File: config.mk
export PLATFORM = sky130hd
export DESIGN_NAME = psasa_cell
export DESIGN_NICKNAME = d
export VERILOG_FILES = /design/src/rtl/psasa_pkg.sv /design/src/rtl/psasa_cell.sv
export SDC_FILE = /design/constraint.sdc
export NUM_CORES = 1
export LEC_CHECK = 0
export BUFFER_PORTS_ARGS = -buffer_cell sky130_fd_sc_hd__buf_4
export CAP_MARGIN = 20
export CORE_ASPECT_RATIO = 0.7
export CORE_MARGIN = 1
export CORE_UTILIZATION = 45
export DETAILED_ROUTE_END_ITERATION = 7
export HOLD_SLACK_MARGIN = 0.1
export PLACE_DENSITY = 0.65
export SLEW_MARGIN = 20
export SYNTH_ARGS = -nofsm -noshare
export SYNTH_HDL_FRONTEND = slang
export SYNTH_SLANG_ARGS = --single-unit
File: constraint.sdc
create_clock -name clk -period 3.3 [get_ports clk]
set_clock_uncertainty 0.05 [all_clocks]
set_input_delay 0.33 -clock clk [delete_from_list [all_inputs] [get_ports clk]]
set_output_delay 0.33 -clock clk [all_outputs]
set_load 0.005 [all_outputs]
File: src/rtl/psasa_pkg.sv
`timescale 1ns / 1ps
package psasa_pkg;

    localparam int REQ_W   = 4;
    localparam int SLOT_W  = 4;
    localparam int MODE_W  = 2;
    localparam int COUNT_W = 8;

    typedef logic [REQ_W-1:0]   req_code_t;
    typedef logic [SLOT_W-1:0]  slot_num_t;
    typedef logic [MODE_W-1:0]  mode_t;
    typedef logic [COUNT_W-1:0] count_out_t;

    localparam req_code_t REQ_SESSION_START = 4'd0;
    localparam req_code_t REQ_SESSION_END   = 4'd1;
    localparam req_code_t REQ_PROMPT        = 4'd2;
    localparam req_code_t REQ_TOOL_START    = 4'd3;
    localparam req_code_t REQ_TOOL_END      = 4'd4;
    localparam req_code_t REQ_PERM_REQUEST  = 4'd5;
    localparam req_code_t REQ_PERM_DENIED   = 4'd6;
    localparam req_code_t REQ_AGENT_STOP    = 4'd7;
    localparam req_code_t REQ_UNKNOWN       = 4'd8;
    localparam req_code_t REQ_CLEAR         = 4'd9;

    localparam mode_t MODE_STOPPED = 2'd0;
    localparam mode_t MODE_IDLE    = 2'd1;
    localparam mode_t MODE_RUNNING = 2'd2;
    localparam mode_t MODE_PENDING = 2'd3;

    // Command broadcast to every cell
    typedef struct packed {
        logic      load;
        req_code_t req_type;
        slot_num_t tool_slot;
        // slot of the word in flight, held while the chain ripples
        slot_num_t pick_slot;
    } cell_cmd_t;

    // Data handed from one cell to the next
    typedef struct packed {
        mode_t      agg;
        mode_t      mode;
        count_out_t count;
    } chain_t;

endpackage

File: src/rtl/psasa_cell.sv
`timescale 1ns / 1ps
module psasa_cell
    import psasa_pkg::*;
#(
    parameter int IDX       = 0,
    parameter int COUNT_MAX = 255
) (
    input  logic      clk,
    input  logic      rst_n,
    input  cell_cmd_t cmd,
    input  chain_t    chain_in,
    output chain_t    chain_out
);

    localparam int CNT_W = (COUNT_MAX < 2) ? 1 : $clog2(COUNT_MAX + 1);

    logic             valid_reg, valid_next;
    mode_t            mode_reg, mode_next;
    logic [CNT_W-1:0] count_reg, count_next;
    chain_t           chain_reg, chain_next;

    logic             hit;
    logic             pick_hit;
    logic [CNT_W-1:0] count_dec;
    mode_t            own_mode;

    assign hit       = (32'(cmd.tool_slot) == IDX);
    assign pick_hit  = (32'(cmd.pick_slot) == IDX);
    assign count_dec = (count_reg != '0) ? count_reg - CNT_W'(1) : '0;

    always_comb
    begin
        valid_next = valid_reg;
        mode_next  = mode_reg;
        count_next = count_reg;
        if (cmd.load && cmd.req_type == REQ_CLEAR)
        begin
            valid_next = 1'b0;
            mode_next  = MODE_STOPPED;
            count_next = '0;
        end
        else if (cmd.load && hit)
        begin
            // an invalid slot already sits at stopped with count zero
            valid_next = 1'b1;
            case (cmd.req_type) inside
                REQ_SESSION_START:
                begin
                    if (mode_reg == MODE_STOPPED)
                        mode_next = MODE_IDLE;
                    count_next = '0;
                end
                REQ_SESSION_END:
                begin
                    mode_next  = MODE_STOPPED;
                    count_next = '0;
                end
                REQ_PROMPT, REQ_PERM_DENIED:
                    mode_next = MODE_RUNNING;
                REQ_TOOL_START:
                begin
                    mode_next = MODE_RUNNING;
                    if (count_reg < CNT_W'(COUNT_MAX))
                        count_next = count_reg + CNT_W'(1);
                end
                REQ_TOOL_END:
                begin
                    count_next = count_dec;
                    if (count_dec == '0 && mode_reg == MODE_RUNNING)
                        mode_next = MODE_IDLE;
                end
                REQ_PERM_REQUEST:
                    mode_next = MODE_PENDING;
                REQ_AGENT_STOP:
                begin
                    mode_next  = MODE_IDLE;
                    count_next = '0;
                end
                default:
                    ;
            endcase
        end
    end

    // Fold this slot into the running maximum and pick up its word if addressed
    assign own_mode = valid_reg ? mode_reg : MODE_STOPPED;

    always_comb
    begin
        chain_next     = chain_in;
        chain_next.agg = (own_mode > chain_in.agg) ? own_mode : chain_in.agg;
        if (pick_hit)
        begin
            chain_next.mode  = mode_reg;
            chain_next.count = COUNT_W'(count_reg);
        end
    end

    always_ff @(posedge clk or negedge rst_n)
    begin
        if (!rst_n)
        begin
            valid_reg <= 1'b0;
            mode_reg  <= MODE_STOPPED;
            count_reg <= '0;
            chain_reg <= '0;
        end
        else
        begin
            valid_reg <= valid_next;
            mode_reg  <= mode_next;
            count_reg <= count_next;
            chain_reg <= chain_next;
        end
    end

    assign chain_out = chain_reg;

endmodule

==> results.md <==
- Number of routed nets with antenna violations: 0
- Synth Area in Adders: 0.0456
- GRT Residual Overflow: 0
- Critical Setup Path Class: reg -> reg
- Root Driver: clkbuf_8
- Synth Area in Compound Gates: 0.182
- CP Capture Type: flop
- Via count: 1512
- Clock sinks: 23
- NetSw: 230 uW
- Synth async-reset ratio: 1.00
- Layout Nets: 247
- Layout cell share with drive strength beyond 1: 0.324
- Worst-path fanout max: 9
- CTS Buf Count: 3
- Hold Vio Cnt, Final: 0
- LEAKAGE: 0.841 nW
- Layout Utilization: 0.605
- Crit path DAT: 2.57 ns
- Busiest layer in global routing: met2
- Fmax: 410 MHz
- Vias in the first global route: 1422
- Top-level port count: 39
- Largest family of logic cells by synthesized area: simple AND/OR/NAND/NOR gates
- Post-DR wirelength/cell: 15.1 um
- Multiplexer share of the synthesized area: 0.0881
- Die area: 0.00391 mm^2
- Sw Share: 0.315
- Met1 Usage GRT: 0.318
- Yosys reg bits: 23
- CTS max path bufs: 2
- Iter 0 DRT Violations: 133
- Area Overhead vs Synth: 21.9%
- Max reg flops: 12
- Clock power frac: 0.248
- PwrDens: 364 mW/mm^2
- Simple-Gate Fraction of Synth Area: 0.266
- H-tree depth: 1
- Most common cell after layout, fill and taps aside: buf_4
- Die width: 74.3 um
- Worst path max stage delay: 0.53 ns
- WP data required: 3.43 ns
- Filler cells: 303
- XOR/XNOR share of the synthesized area: 0.0213
- Crit path top cell by count: a21oi_1
- Sequential share of the synthesized area: 0.350
- Worst path slowest cell: or4b_1
- Slew Viols, Final: 0
- Antenna violations before repair: 0
- Starting density of the core: 0.496
- Total routed wirelength: 3.92 mm
- Core Region: 0.00332 mm^2
- Die Ht: 52.6 um
- Yosys warns: 0
- Row count: 17
- Post-Syn Area: 0.00165 mm^2
- Pint: 501 uW
- Crit path cell chain: inv_1 > ha_1 > or4_1 > a21oi_1 > a21oi_1 > or4b_1 > o211ai_1
- Post-DP HPWL: 2.99 mm
- First-pass DRT Iterations: 5
- Storage cell area: 576 um^2
- Min-delay worst type: in -> reg
- Sequential power share: 0.460
- First-pass GRT wire length: 6.54 mm
- Post-synthesis cell type count: 48
- Rel. slew slack: 0.590
- Comb pwr share: 0.292
- Minimum clock period: 2.44 ns
- Syn_nets: 213
- GP Congestion: 0.983
- Post-synthesis cell count: 180
- Top_reg_cell synth: dfrtp_1
- Clock latency at the later pin of the worst-skew pair: 0.28 ns
- Average size of a mapped cell: 9.15 um^2
- Port-buffer cells: 38
- Post-CTS Setup Bufs: 0
- Startpoint Class: flop
- Antenna diodes: 0
- Fin crit share: 0.739
- Most frequent cells in the layout: 39 x buf_4, 23 x dfrtp_1, 17 x nand2_1, 16 x nor2_1, 12 x mux2_2
- Pin count of the biggest net entering global routing: 24
- Post-synth EDFFs: 0
- Clk slew on worst S/H paths: 0.09 ns
- Max rail drop VDD: 194 uV
- RSZ-0062 raised after global routing: false
- Max cap viols: 0
- Slew of the pin with the lowest slew margin: 0.611 ns
- Residual DRC: 0
- Global Route met2 Usage: 0.326
- CTS tree: built
- Final Setup Violations: 0
- Setup_tns: 0 ns
- Run status: finished clean
- Total track usage: 0.227
- Routed vias/inst: 5.82
- Area of the multi-input gates: 992 um^2
- M3 GR Usage: 0.0673
[cell usage after synthesis, types with 2 or more instances]
master / number / area (um^2)
o21ai_1: 3 / 15.0
xor2_1: 3 / 26.3
o2bb2ai_1: 2 / 17.5
dfrtp_1: 23 / 576
a211oi_1: 6 / 45.0
nor4_1: 3 / 18.8
a22o_1: 2 / 17.5
mux2_2: 12 / 135
nand4bb_1: 2 / 22.5
nor3_1: 2 / 10.0
or2_2: 3 / 18.8
nand3_1: 3 / 15.0
or4_1: 2 / 15.0
o21ai_0: 6 / 30.0
nor4b_1: 2 / 17.5
nor3b_1: 3 / 22.5
o31ai_1: 2 / 15.0
nor4_2: 2 / 25.0
a21oi_1: 10 / 50.1
ha_1: 6 / 75.1
nor4bb_1: 2 / 20.0
inv_1: 6 / 22.5
nand4_1: 3 / 18.8
or4b_2: 2 / 20.0
nor2_1: 16 / 60.1
nand2_1: 17 / 63.8
a21o_1: 2 / 15.0
nand2b_1: 3 / 18.8
clkbuf_1: 11 / 41.3
nor2b_1: 2 / 12.5
o32ai_1: 2 / 17.5
[worst paths after layout]
check / slack (ns) / start / to / cells after the start
worst min-delay path: 0.23 / chain_in[0] / chain_out[0] / 2
worst min register to register: 0.53 / valid_reg / valid_reg / 2
worst max-delay path: 0.86 / count_reg[0] / mode_reg[0] / 7
worst max register to register: 0.86 / count_reg[0] / mode_reg[0] / 7
min in group asynchronous: 0.42 / rst_n / count_reg[6] / 2
max in group asynchronous: 2.54 / rst_n / chain_out[1] / 2
[per-stage QoR]
| step | hold slack (ns) | cell area, um^2 | setup WS [ns] | total power [mW] | instances |
|---|---|---|---|---|---|
| finish | 0.230 | 2010 | 0.861 | 0.731 | 260 |
| detailed placement | 0.196 | 1950 | 0.893 | 0.552 | 254 |
| global placement | 0.186 | 1950 | 0.955 | 0.543 | 254 |
| global route | 0.233 | 2010 | 0.722 | 0.774 | 260 |
| floorplan | -0.0156 | 1650 | 0.982 | 0.464 | 180 |
| CTS | 0.230 | 2000 | 0.868 | 0.736 | 259 |
[layout make-up]
class,instances,share of cell area
clock buffers,3,0.0206
clock inverters,1,0.00249
inverters,7,0.0131
multi-input cells,138,0.494
flip-flops and latches,23,0.287
well taps,47,0.0293
repair buffers,41,0.153
[repair_timing]
action                                 in CTS  in global routing
resized for setup                           0                  0
endpoints found under the hold margin      23                  0
hold buffers                                1                  0
[cells by family (layout without fill, tap and decap cells)]
group / after synthesis / count (layout)
XOR/XNOR: 4 / 4
AND/OR/NAND/NOR: 73 / 73
AO/OA/AOI/OAI: 42 / 42
flip-flops: 23 / 23
multiplexers: 13 / 13
adder cells (fa/ha/maj): 6 / 6
buffers and inverters: 19 / 52
[power groups by stage]
stage,Clock [mW],Combinational (mW),Sequential (mW)
floorplan,0,0.132,0.333
global placement,0,0.203,0.340
detailed placement,0,0.211,0.342
CTS,0.187,0.213,0.336
global route,0.194,0.238,0.342
finish,0.182,0.213,0.336
[layer usage]
| layer | vias up | part of all wire |
|---|---|---|
| li1 | 729 | - |
| met1 | 695 | 0.47 |
| met2 | 75 | 0.41 |
| met3 | 13 | 0.093 |
| met4 | 0 | 0.021 |
| met5 | - | 0 |
[critical path, delay by kind of cell, from the launching register on]
kind / cells / cell delay, ns
DFF: 1 / 0.49
adders and majority gates: 1 / 0.27
and+or+nand+nor: 2 / 1.05
AOI/OAI and AO/OA: 3 / 0.34
buffers and inverters: 1 / 0.14
(Power assumes the default switching activity.)
